--- src/rtl/qpss_pkg.sv ---
// Package: shared constants and types for the scanline sweep core.
package qpss_pkg;
  localparam int MaxSegments = 16;
  localparam int CoordBits = 32;
  localparam int ResultLimit = 32;
  localparam int MaskBits = 16;
  localparam int ResultCntBits = 6;

  typedef struct packed {
    logic start;
    logic update;
    logic clear;
  } qpss_ctl_t;
endpackage

--- src/rtl/qpss_cell.sv ---
// Cell: one stored segment span; compares it with the sweep y and passes the running next y.
module qpss_cell #(
  parameter int COORD_BITS = qpss_pkg::CoordBits
) (
  input  logic                         clk,
  input  logic                         rst_n,
  input  logic                         wr_en,
  input  logic signed [COORD_BITS-1:0] wr_lo,
  input  logic signed [COORD_BITS-1:0] wr_hi,
  input  qpss_pkg::qpss_ctl_t          ctl,
  input  logic signed [COORD_BITS-1:0] cur_y,
  input  logic                         in_more,
  input  logic signed [COORD_BITS-1:0] in_next,
  output logic                         out_more,
  output logic signed [COORD_BITS-1:0] out_next,
  output logic                         act
);
  import qpss_pkg::*;
  logic signed [COORD_BITS-1:0] lo_r, hi_r;
  logic used_r, act_r;
  logic m1;
  logic signed [COORD_BITS-1:0] n1;
  logic more_r;
  logic signed [COORD_BITS-1:0] next_r;

  always_comb begin
    m1 = in_more;
    n1 = in_next;
    if (used_r && ctl.start) begin
      if (!m1 || lo_r < n1) begin
        m1 = 1'b1;
        n1 = lo_r;
      end
    end else if (used_r) begin
      if (lo_r > cur_y && (!m1 || lo_r < n1)) begin
        m1 = 1'b1;
        n1 = lo_r;
      end
      if (hi_r > cur_y && (!m1 || hi_r < n1)) begin
        m1 = 1'b1;
        n1 = hi_r;
      end
    end
  end

  always_ff @(posedge clk) begin
    if (wr_en) begin
      lo_r <= wr_lo;
      hi_r <= wr_hi;
    end
    next_r <= n1;
    if (!rst_n) begin
      more_r <= 1'b0;
    end else begin
      more_r <= m1;
    end
    if (!rst_n || ctl.clear) begin
      used_r <= 1'b0;
      act_r <= 1'b0;
    end else begin
      if (wr_en) used_r <= 1'b1;
      if (ctl.update && used_r) act_r <= (act_r || lo_r == cur_y) && !(hi_r == cur_y);
    end
  end

  assign out_more = more_r;
  assign out_next = next_r;
  assign act = act_r;
endmodule

--- config.mk ---
export PLATFORM = sky130hd
export DESIGN_NAME = qpss_cell
export DESIGN_NICKNAME = d
export VERILOG_FILES = /design/src/rtl/qpss_pkg.sv /design/src/rtl/qpss_cell.sv
export SDC_FILE = /design/constraint.sdc
export NUM_CORES = 1
export LEC_CHECK = 0
export ABC_AREA = 1
export ABC_CLOCK_PERIOD_IN_PS = 7200
export BUFFER_PORTS_ARGS = -buffer_cell sky130_fd_sc_hd__buf_2
export CAP_MARGIN = 20
export CORE_MARGIN = 1
export CORE_UTILIZATION = 50
export CTS_BUF_LIST = sky130_fd_sc_hd__clkbuf_2
export DETAILED_ROUTE_END_ITERATION = 10
export GPL_TIMING_DRIVEN = 0
export PLACE_DENSITY_LB_ADDON = 0.3
export SETUP_SLACK_MARGIN = 0.1
export SLEW_MARGIN = 15
export SYNTH_ARGS = -nofsm -noshare
export SYNTH_HDL_FRONTEND = slang
export SYNTH_SLANG_ARGS = --single-unit
--- constraint.sdc ---
create_clock -name clk -period 7.2 [get_ports clk]
set_input_delay 1.8 -clock clk [delete_from_list [all_inputs] [get_ports clk]]
set_output_delay 1.8 -clock clk [all_outputs]
set_load 0.005 [all_outputs]
# --- After elaboration in Yosys (flattened, before gate mapping) ---
# Cells that the tools add are included.
word_totals:
  output_inout_bits: 34
  wordCells: 39
  reg_bits: 99
  input_bits: 135
classes:
  magnitude_cmp: 4
  eq_ne: 2
  n_reduce_logical: 13
  mux: 14
ops:
  columns: ["op", "n"]
  rows:
  - ["32-bit two-way mux", 7]
  - ["32-bit equality test", 2]
  - ["32-bit greater-than comparator", 2]
  - ["32-bit < comparator", 2]
  - ["1-bit two-way mux", 7]
  - ["1-bit logical AND", 5]
  - ["1-bit logical NOT", 4]
  - ["1-bit logical OR", 4]

# --- Logic depth before layout (Yosys ltp) ---
# Gate-level depths: netlist (run 1).
depth:
  word_depth: 12
  depth_mapped: 39
  mapped_depth_nobuf: 37

# --- Worst setup path after synthesis (run 1) ---
# Ideal clock, no wire load.
synth_path:
  path_kind: "input to register"
  start: "in in_next[31]"
  end: "reg next_r[5], in the netlist out_next[5]"
  arrival_ns: 5.488
  path_slack_ns: 1.600
  setup_ns: 0.112
  path_buffers: 2
  t_required_ns: 7.088
  stages: 29
  cell_sequence: "inv_1 ha_1 nand2_1 nor2_1 nand2_1 nor4_1 nand2_1 nand3_1 nand3_2 nand2_4 clkbuf_1 nand2_1 o21ai_0 inv_1 ha_1 a21oi_1 nor2_1 a211oi_1 nor2_1 or4_1 a21oi_1 nand3_2 nand3_4 nand2_4 buf_12 nand2_2 nand2_1 nand2_1 nand2_1"
synth_via:
  elab_chain_cells: 12
  elab_cells_between_ends: 17
  classes_between: "order compare: 2; mux: 10; reduce/logical: 5"
synth_rtl:
  columns: ["element", "line", "text"]
  rows:
  - ["start: declaration", "qpss_cell.sv:13", "input logic signed [COORD_BITS-1:0] in_next,"]
  - ["32-bit < comparator", "qpss_cell.sv:30, qpss_cell.sv:35", null]
  - ["1-bit logical OR", "qpss_cell.sv:30, qpss_cell.sv:35", null]
  - ["1-bit logical AND", "qpss_cell.sv:35", "if (lo_r > cur_y && (!m1 || lo_r < n1)) begin"]
  - ["32-bit two-way mux / 1-bit two-way mux (equally long branches)", "qpss_cell.sv:35", null]
  - ["32-bit two-way mux / 1-bit two-way mux (equally long branches)", "qpss_cell.sv:34", "end else if (used_r) begin"]
  - ["32-bit two-way mux / 1-bit two-way mux (equally long branches)", "qpss_cell.sv:29", "if (used_r && ctl.start) begin"]
  - ["32-bit < comparator / 1-bit logical NOT (equally long branches)", "qpss_cell.sv:39", "if (hi_r > cur_y && (!m1 || hi_r < n1)) begin"]
  - ["1-bit logical OR", "qpss_cell.sv:39", null]
  - ["1-bit logical AND", "qpss_cell.sv:39", null]
  - ["32-bit two-way mux", "qpss_cell.sv:39", null]
  - ["32-bit two-way mux", "qpss_cell.sv:34", null]
  - ["32-bit two-way mux *", "qpss_cell.sv:29", null]
  - ["named net n1[5]", "qpss_cell.sv:22", "logic signed [COORD_BITS-1:0] n1;"]
  - ["end signal: assignment", "qpss_cell.sv:51", "next_r <= n1;"]
  - ["end: declaration", "qpss_cell.sv:24", "logic signed [COORD_BITS-1:0] next_r;"]
# Mark *: on every way through the listed nets, which the timed path passes. The rest lies on a longest branch. The select of a mux whose other input is x is not followed.
# A chain may end at the register's enable or synchronous reset.

# --- Worst setup path after layout (run 1) ---
layout_path:
  start: "in in_next[31]"
  end: "reg next_r[8], in the netlist out_next[8]"
# The elaborated chain is that of the path after synthesis.

==> results.sh, run 1 <==
export IMPL_htree_num_levels=3
export IMPL_worst_clock_skew_ns=0.0531
export IMPL_number_of_antenna_violations_at_the_first_check_in_global_routing=4
export IMPL_grt_first_pass_wirelength_um=33700
export IMPL_synth_compound_gate_area_share_pct=14.5
export IMPL_dp_final_hpwl_um=16800
export IMPL_worst_ep_arrival_time_ns=6.74
export IMPL_drive_above_1_share_pct=19.4
export IMPL_port_buffers=168
export IMPL_route_final_wire_length_um=21500
export IMPL_synth_top_family_by_area="simple AND/OR/NAND/NOR gates"
export IMPL_cts_tree="yes"
export IMPL_die_area_mm2=0.0160
export IMPL_synth_fp_nets=1271
export IMPL_synth_fa_ha_area_share_pct=20.3
export IMPL_synth_seq_area_share_pct=33.8
export IMPL_worst_skew_pair_late_latency_ns=0.68
export IMPL_cp_start_kind="primary input"
export IMPL_path_class="primary input to register"
export IMPL_crit_reg2reg_capture="out_next[8]"
export IMPL_synthSimpleGateAreaFrac_pct=20.6
export IMPL_global_route_usage_sum_pct=27.5
export IMPL_final_max_slew_violation_count=0
export IMPL_regArea_mm2=0.00262
export IMPL_static_leakage_power_nw=4.84
export IMPL_layoutNonFillerInstCount=1386
export IMPL_cts_buffer_depth=2
export IMPL_cts_buffers=9
export IMPL_clock_sink_count=99
export IMPL_multiInputGateArea_mm2=0.00431
export IMPL_grt_overflow_total=0
export IMPL_post_synth_instance_area_mm2=0.00777
export IMPL_run_status="finished clean"
export IMPL_core_area_mm2=0.0152
export IMPL_routed_via_density=5.31
export IMPL_min_from="act"
export IMPL_top_count_cell_post_synth="nand2_1"
export IMPL_cts_reportedPaths_clkPinSlew_ns=0.28
export IMPL_ys_types=39
export IMPL_ys_flop_type="edfxtp_1"
export IMPL_floorplan_rows=45
export IMPL_postLayoutSetupSlackWorst_ns=1.01
export IMPL_count_of_buffer_and_inverter_cells_on_the_critical_path=5
export IMPL_max_freq_mhz=162
export IMPL_area_growth_synth_to_final_pct=15.8
export IMPL_finalHoldViolations=0
export IMPL_worst_path_stages=30
export IMPL_routed_via_count=7354
export IMPL_min_period_ns=6.19
export IMPL_cp_max_fo=10
export IMPL_synthMuxAreaShare_pct=0
export IMPL_hold_path_depth=1
export IMPL_post_place_ws_ns=0.407
export IMPL_synthesis_area_per_instance_um2=7.69
export IMPL_detailedRoute_firstIterationViolations=584
export IMPL_postSynthCellCount=1010
export IMPL_synth_ff_latch_count=99
export IMPL_cellPowerDensity_mw_per_mm2=187
export IMPL_antenna_violating_nets_post_route=0
export IMPL_slew_margin_rel_pct=51.8
export IMPL_fin_nets=1451
export IMPL_worst_hold_slack_ns=0.585
export IMPL_dominant_delay_contributor_by_cell_family_on_the_critical_path="simple AND/OR/NAND/NOR gates"
export IMPL_timing_rr_start="lo_r[31]"
export IMPL_finalSetupTns_ns=0
export IMPL_globalplace_congestion=0.915
export IMPL_detailedRoute_firstPassIterationCount=5
export IMPL_worst_hold_path_type="register to register"
export IMPL_floorplan_initialDensity_pct=51.1
export IMPL_netlist_top_cells_count="227 x nand2_1, 178 x inv_1, 126 x ha_1, 105 x o21ai_0, 82 x a21oi_1"
export IMPL_rr_worst_depth=28
export IMPL_yosysTopAreaCell="edfxtp_1"
export IMPL_critical_path_max_stage_delay_ns=0.55
export IMPL_die_w_um=127
export IMPL_die_height_um=127
export IMPL_r2r_slack_ns=1.78
export IMPL_crit_path_end_kind="register"
export IMPL_synthArstFlopShare_pct=0
export IMPL_worst_path_max_delay_cell="clkbuf_1"
export IMPL_post_synth_xor_area_fraction_pct=0
export IMPL_worstMarginPinSlew_ns=0.704
export IMPL_worstPathRequired_ns=7.75
export IMPL_cts_root_buffer_cell="clkbuf_2"
export IMPL_synth_edff_count=64
export IMPL_cts_hold_buf=0
export IMPL_post_cts_resized=0
export IMPL_power_ir_vdd_worst_v=0.000122
export IMPL_post_cts_repair_setup_buffers=0
export IMPL_yosys_area_top_type_share_pct=24.7
export IMPL_filler_cell_count=1510
export IMPL_ys_warnings_count=0
export IMPL_yosys_top_cells_area="edfxtp_1 25%, ha_1 20%, nand2_1 11%, dfxtp_1 9.0%, inv_1 8.6%"
export IMPL_cap_viol_max_count=0
export IMPL_finalSetupViolCount=0
export IMPL_hold_path_end="act"
export IMPL_dpl_cell_count=1367
export IMPL_rsz0062_at_grt="no"
export IMPL_layout_worst_path_cycle_share_pct=86.0
export IMPL_grt_pass1_vias=6883
export IMPL_post_route_drc_count=0
export IMPL_wl_per_cell_um=15.5
export IMPL_io_pin_count=169
export IMPL_grt_max_degree=38
export IMPL_cell_mode_on_critical_path="nand2_1"
## layout make-up
class | count | area share [%]
antenna | 3 | 0.0835
timing repair buffer | 169 | 9.60
tap | 188 | 2.62
sequential | 99 | 29.2
multi-input combinational | 700 | 47.9
inverter | 181 | 7.55
clock inverter | 7 | 0.821
clock buffer | 9 | 0.501
buffer | 30 | 1.78
## state kept, by name (all words and copies together), names as in the netlist
register  flops
lo_r         32
hi_r         32
out_more      1
used_r        1
out_next     32
act           1
## per-stage QoR
stage | power (mW) | area [um2] | util, %
6_report | 1.68 | 8990 | 59.2
5_1_grt | 1.80 | 8990 | 59.2
4_1_cts | 1.68 | 8990 | 59.1
3_5_place_dp | 1.39 | 8870 | 58.3
3_3_place_gp | 1.38 | 8840 | 58.2
2_1_floorplan | 1.17 | 7770 | -
## worst max path at each step
stage           startpoint          end  slack [ns]
6_report       in_next[31]  out_next[8]        1.01
5_1_grt        in_next[31]  out_next[8]        0.72
4_1_cts        in_next[31]  out_next[8]        1.11
3_5_place_dp   in_next[31]  out_next[8]        0.41
3_3_place_gp   in_next[31]  out_next[8]        0.42
2_1_floorplan  in_next[31]  out_next[5]        1.60
## metal layers
metal / up-vias / global-route usage [%] / routed length (um)
met5: - / 0 / 9
met4: 2 / 8.54 / 413
met3: 41 / 6.79 / 1760
met2: 305 / 45.0 / 9700
met1: 3297 / 36.0 / 9660
li1: 3709 / - / -
## placed cells by master (no fill, tap or decap), types with 9 or more instances in the layout
| master | instances |
|---|---|
| nor2_1 | 33 |
| inv_1 | 178 |
| a21oi_1 | 82 |
| nand2_2 | 23 |
| clkbuf_1 | 21 |
| clkbuf_2 | 9 |
| dfxtp_1 | 35 |
| buf_2 | 173 |
| nand2_1 | 227 |
| nand3_1 | 44 |
| ha_1 | 126 |
| nand4_1 | 9 |
| o21ai_0 | 105 |
| edfxtp_1 | 64 |
## logic make-up after synthesis
kind of cell	count (synthesis)
flops	99
fa+ha+maj	126
buf+inv	211
compound gates	211
simple gates	363
## power breakdown
| part | leakage (nW) | switching [mW] | internal [mW] |
|---|---|---|---|
| logic | 3.85 | 0.433 | 0.264 |
| clock network | 0.0731 | 0.204 | 0.0829 |
| registers | 0.921 | 0.0373 | 0.658 |
Note: power is estimated with default switching activity, not from simulation.
==> run 2, diff against run 1 <==
Settings changed: ABC_AREA 1 to not set.
==> run 2 against run 1 <==
Against the previous run:
- sequential power about the same
- hold slack about the same
- flip-flop and latch count unchanged
- first-iteration DRC count decreased by 23%
- combinational power decreased by 33%
- wire length decreased by 12%
- clock-buffer cell count unchanged
- clock skew decreased by 0.011 ns
- total power decreased by 16%
- synthesized cell count decreased by 37%
- final area decreased by 9.9%
- setup slack got worse by 0.71 ns
- critical path type unchanged
- critical endpoint is now out_next[1]
==> results.sh, run 2 <==
export IMPL_post_route_drc_count=0
export IMPL_multiInputGateArea_mm2=0.00391
export IMPL_crit_reg2reg_capture="out_next[1]"
export IMPL_finalSetupTns_ns=0
export IMPL_run_status="finished clean"
export IMPL_cellPowerDensity_mw_per_mm2=174
export IMPL_max_freq_mhz=145
export IMPL_slew_margin_rel_pct=41.8
export IMPL_layout_worst_path_cycle_share_pct=95.8
export IMPL_cts_hold_buf=0
export IMPL_post_synth_instance_area_mm2=0.00690
export IMPL_top_count_cell_post_synth="ha_1"
export IMPL_power_ir_vdd_worst_v=0.000115
export IMPL_routed_via_density=5.88
export IMPL_grt_first_pass_wirelength_um=29400
export IMPL_routed_via_count=5906
export IMPL_mostFrequentLayoutCell="buf_2"
export IMPL_worst_hold_path_type="register to register"
export IMPL_yosys_area_top_type_share_pct=27.9
export IMPL_final_max_slew_violation_count=0
export IMPL_dp_final_hpwl_um=14900
export IMPL_port_buffers=168
export IMPL_filler_cell_count=1137
export IMPL_synth_seq_area_share_pct=38.0
export IMPL_fin_nets=1083
export IMPL_layout_common_cells="171 x buf_2, 126 x ha_1, 69 x inv_1"
export IMPL_min_period_ns=6.89
export IMPL_clock_sink_count=99
export IMPL_dpl_cell_count=985
export IMPL_drive_above_1_share_pct=26.7
export IMPL_placedInstanceArea_mm2=0.00796
export IMPL_cts_reportedPaths_clkPinSlew_ns=0.30
export IMPL_wl_per_cell_um=18.9
export IMPL_die_height_um=119
export IMPL_final_area_mm2=0.00810
export IMPL_ys_types=64
export IMPL_globalplace_congestion=0.915
export IMPL_worstMarginPinSlew_ns=0.873
export IMPL_grt_pass1_vias=5723
export IMPL_io_pin_count=169
export IMPL_cts_tree="yes"
export IMPL_static_leakage_power_nw=3.83
export IMPL_die_area_mm2=0.0143
export IMPL_detailedRoute_firstPassIterationCount=6
export IMPL_r2r_slack_ns=1.03
export IMPL_die_w_um=119
export IMPL_core_area_mm2=0.0133
export IMPL_layoutNonFillerInstCount=1005
export IMPL_worst_ep_arrival_time_ns=7.49
export IMPL_synth_fp_nets=902
export IMPL_grt_overflow_total=0
export IMPL_global_route_usage_sum_pct=27.1
export IMPL_regArea_mm2=0.00262
export IMPL_yosysTopAreaCell="edfxtp_1"
export IMPL_number_of_antenna_violations_at_the_first_check_in_global_routing=2
export IMPL_synth_edff_count=64
export IMPL_finalSetupViolCount=0
export IMPL_floorplan_initialDensity_pct=51.7
export IMPL_finalHoldViolations=0
export IMPL_detailedRoute_firstIterationViolations=450
export IMPL_cap_viol_max_count=0
export IMPL_antenna_violating_nets_post_route=0
export IMPL_synthesis_area_per_instance_um2=10.8
export IMPL_cts_root_buffer_cell="clkbuf_2"
export IMPL_worst_setup_path_endpoint="out_next[1]"
export IMPL_yosys_top_cells_area="edfxtp_1 28%, ha_1 23%, dfxtp_1 10%, a221o_1 4.8%, mux2i_1 4.6%"
export IMPL_rr_worst_depth=21
export IMPL_netlist_top_cells_count="126 x ha_1, 69 x inv_1, 64 x edfxtp_1, 39 x a21oi_1, 35 x dfxtp_1"
export IMPL_postSynthCellCount=641
export IMPL_cts_buffers=9
export IMPL_cp_start_kind="primary input"
export IMPL_synthArstFlopShare_pct=0
export IMPL_crit_path_end_kind="register"
export IMPL_floorplan_rows=42
export IMPL_htree_num_levels=3
export IMPL_cts_buffer_depth=2
export IMPL_path_class="primary input to register"
export IMPL_post_route_util_pct=60.7
export IMPL_crit_start="in_next[31]"
export IMPL_ys_warnings_count=0
export IMPL_area_growth_synth_to_final_pct=17.5
export IMPL_synth_ff_latch_count=99
export IMPL_cp_max_fo=10
export IMPL_timing_rr_start="lo_r[31]"
export IMPL_worst_skew_pair_late_latency_ns=0.67
export IMPL_grt_max_degree=66
export IMPL_worst_clock_skew_ns=0.0418
export IMPL_route_final_wire_length_um=19000
export IMPL_rsz0062_at_grt="no"
export IMPL_ys_flop_type="edfxtp_1"
export IMPL_worstPathRequired_ns=7.80
==> run 2: through the flow <==
stage | hold WS, ns | power (mW) | setup slack, ns
after floorplan | 0.498 | 0.991 | 1.03
after global placement | 0.543 | 1.14 | -0.722
after detailed placement | 0.540 | 1.16 | -0.701
after CTS | 0.583 | 1.41 | 0.221
after global routing | 0.609 | 1.50 | 0.161
final | 0.585 | 1.41 | 0.306
==> run 2: repair_timing <==
item                       CTS  global route
pin swaps                    0             1
setup endpoints to repair   30            30
setup buffers                0             2
gates resized for setup      3             2
==> run 2: power by group <==
part | total [mW] | internal [mW] | leakage (nW) | switching (mW)
Clock | 0.251 | 0.0474 | 0.0561 | 0.204
Combinational | 0.464 | 0.214 | 2.85 | 0.250
Sequential | 0.697 | 0.658 | 0.921 | 0.0389
==> run 2: cell families after synthesis <==
kind of cell	synth area share, %
AND/OR/NAND/NOR	9.94
AO/OA/AOI/OAI	18.9
adder cells (fa/ha/maj)	22.9
multiplexers	4.64
flip-flops	38.0
buffers and inverters	5.61
==> run 2: routing by layer <==
metal | share of wire [%] | up-vias | track usage, %
li1 | - | 2832 | -
met1 | 46 | 2824 | 36.7
met2 | 46 | 221 | 43.8
met3 | 5.8 | 29 | 4.93
met4 | 1.9 | 0 | 8.20
met5 | 0 | - | 0
==> run 2: critical path, cell delays in order <==
cell and delay, ns:
buf_2 0.10, inv_1 0.04, ha_1 0.36, nand4_1 0.26, nor4_2 0.45, o21ai_1 0.14, and4b_1 0.24, and4b_4 0.23
nor3_4 0.27, buf_4 0.34, mux2i_1 0.12, ha_1 0.32, nand4_1 0.17, nor3_1 0.46, nand4_1 0.35, a211o_1 0.40
or2_2 0.29, a211oi_1 0.25, nor2_1 0.06, o211ai_1 0.18, buf_4 0.17, buf_2 0.28, a221o_1 0.20
==> run 2: how the worst min path moves through the flow <==
stage               depth (start not counted)      endpoint  slack (ns)  startpoint
finish                                      1  out_next[20]        0.59    hi_r[20]
floorplan                                   1   out_next[0]        0.50     hi_r[0]
global route                                1  out_next[20]        0.61    hi_r[20]
detailed placement                          1   out_next[3]        0.54     hi_r[3]
global placement                            2        used_r        0.54      used_r
CTS                                         2        used_r        0.58      used_r
==> run 2: area by class of cell <==
| cell class | count | area share, % |
|---|---|---|
| multi-input cells | 458 | 48.2 |
| flip-flops and latches | 99 | 32.4 |
| repair buffers | 170 | 10.6 |
| inverters | 69 | 3.20 |
| well taps | 176 | 2.72 |
| plain buffers | 15 | 1.64 |
| clock inverters | 7 | 0.664 |
| clock buffers | 9 | 0.556 |
| diodes | 2 | 0.0618 |
==> run 3, diff against run 2 <==
Settings changed: PLACE_DENSITY set to 0.71, PLACE_DENSITY_LB_ADDON 0.3 to not set.
==> run 3 against run 2 <==
Against the previous run:
- wire length is 1.2% lower
- clock-buffer cell count rose by 1
- flip-flop and latch count did not move
- final cell count shrank 0.20%
- clock power is 26% higher
- global-route usage grew 0.16 points
- hold slack better by 0.0087 ns
- die area unchanged
- sequential share of layout area down 0.14 points
- register-to-register slack improved by 0.14 ns
- fmax grew 1.8%
- largest power group unchanged
==> results.sh, run 3 (synthesized netlist as in run 2, its figures left out) <==
export IMPL_die_area_mm2=0.0143
export IMPL_cap_viol_max_count=0
export IMPL_port_buffers=168
export IMPL_run_status="finished clean"
export IMPL_max_freq_mhz=148
export IMPL_die_height_um=119
export IMPL_antenna_violating_nets_post_route=0
export IMPL_detailedRoute_firstPassIterationCount=4
export IMPL_grt_pass1_vias=5800
export IMPL_final_max_slew_violation_count=0
export IMPL_post_route_util_pct=61.0
export IMPL_worstPathRequired_ns=7.78
export IMPL_min_period_ns=6.77
export IMPL_grt_max_degree=66
export IMPL_global_route_usage_sum_pct=27.2
export IMPL_slew_margin_rel_pct=40.6
export IMPL_worst_ep_arrival_time_ns=7.35
export IMPL_area_growth_synth_to_final_pct=18.0
export IMPL_clock_sink_count=99
export IMPL_layout_worst_path_cycle_share_pct=94.1
export IMPL_drive_above_1_share_pct=26.9
export IMPL_cp_max_fo=10
export IMPL_io_pin_count=169
export IMPL_worst_clock_skew_ns=0.0423
export IMPL_fin_nets=1082
export IMPL_detailedRoute_firstIterationViolations=326
export IMPL_multiInputGateArea_mm2=0.00391
export IMPL_cts_tree="yes"
export IMPL_number_of_antenna_violations_at_the_first_check_in_global_routing=1
export IMPL_routed_via_density=5.74
export IMPL_grt_first_pass_wirelength_um=29800
export IMPL_worst_hold_path_type="register to register"
export IMPL_route_final_wire_length_um=18800
export IMPL_total_power_mw=1.48
export IMPL_cts_buffers=9
export IMPL_path_class="primary input to register"
export IMPL_cellPowerDensity_mw_per_mm2=181
export IMPL_worstMarginPinSlew_ns=0.891
export IMPL_crit_path_end_kind="register"
export IMPL_mostFrequentLayoutCell="buf_2"
export IMPL_routed_via_count=5761
export IMPL_rsz0062_at_grt="no"
export IMPL_post_route_drc_count=0
export IMPL_floorplan_initialDensity_pct=51.7
export IMPL_worst_hold_slack_ns=0.594
export IMPL_finalSetupTns_ns=0
export IMPL_worst_skew_pair_late_latency_ns=0.65
export IMPL_r2r_slack_ns=1.17
export IMPL_cp_start_kind="primary input"
export IMPL_dp_final_hpwl_um=15000
export IMPL_power_ir_vdd_worst_v=0.000138
export IMPL_finalHoldViolations=0
export IMPL_layout_common_cells="171 x buf_2, 126 x ha_1, 69 x inv_1"
export IMPL_htree_num_levels=3
export IMPL_globalplace_congestion=0.896
export IMPL_wl_per_cell_um=18.7
export IMPL_cts_hold_buf=0
export IMPL_cts_reportedPaths_clkPinSlew_ns=0.29
export IMPL_floorplan_rows=42
export IMPL_core_area_mm2=0.0133
export IMPL_die_w_um=119
export IMPL_cts_root_buffer_cell="clkbuf_2"
export IMPL_cts_buffer_depth=2
export IMPL_static_leakage_power_nw=3.85
export IMPL_grt_overflow_total=0
export IMPL_finalSetupViolCount=0
export IMPL_filler_cell_count=1167
export IMPL_regArea_mm2=0.00262
-- run 3: changes by cell type in the layout (fill, tap and decap cells not counted) --
| cell | previous run | this run |
|---|---|---|
| bufinv_16 | 0 | 2 |
| clkinv_4 | 3 | 1 |
| buf_4 | 7 | 6 |
| clkbuf_2 | 9 | 10 |
| clkinv_1 | 1 | 0 |
| clkinv_2 | 0 | 1 |
| clkinvlp_4 | 2 | 1 |
| diode_2 | 2 | 1 |
| nor3_1 | 12 | 11 |
| nor3_2 | 1 | 2 |
-- run 3: critical path, stage by stage --
cell	delay, ns
buf_2	0.10
inv_1	0.04
ha_1	0.33
nand4_1	0.23
nor4_2	0.47
nand3_1	0.20
a21o_1	0.26
and4b_4	0.23
nor3_4	0.27
buf_4	0.33
mux2i_1	0.12
ha_1	0.33
nand4_1	0.20
nor3_2	0.32
nand4_1	0.26
a211o_1	0.37
or2_2	0.28
a211oi_1	0.28
nor2_1	0.09
o211ai_1	0.18
buf_4	0.17
buf_2	0.27
a221o_1	0.19
-- run 3: repair_timing --
item	CTS	global route
pin swaps	0	1
setup buffers	0	1
gates cloned	0	0
setup endpoints to repair	30	30
resized for setup	5	1
-- run 3: area by class of cell --
type	count	share of cell area, %
clock buffers	10	0.615
repair buffers	169	10.5
well taps	176	2.71
plain buffers	15	1.63
flip-flops and latches	99	32.2
inverters	69	3.18
multi-input cells	458	48.1
clock inverters	6	1.11
diodes	1	0.0307
-- run 3: worst paths after layout --
path / start / cells after the start / endpoint
min reg2reg: act / 2 / act
max reg2reg: lo_r[31] / 21 / out_next[1]
max: in_next[31] / 23 / out_next[1]
min: act / 2 / act
-- run 3: per-layer routing --
metal  GRT usage [%]  vias up  routed length (um)
met5               0        -                   0
met4            7.11        0                 187
met3            4.50       15                 984
met2            44.0      159                8600
met1            37.7     2757                9010
li1                -     2830                   -
-- run 3: through the flow --
| step | cells | instance area, um2 | setup WS, ns |
|---|---|---|---|
| after global routing | 1003 | 8140 | 0.123 |
| after floorplan | 641 | 6900 | 1.03 |
| after global placement | 985 | 7960 | -0.734 |
| final | 1003 | 8140 | 0.428 |
| after detailed placement | 985 | 7960 | -0.869 |
| after CTS | 1001 | 8120 | 0.197 |
-- run 3: power by group --
| group | internal, mW | switching (mW) |
|---|---|---|
| sequential | 0.658 | 0.0387 |
| combinational | 0.213 | 0.248 |
| clock | 0.117 | 0.200 |
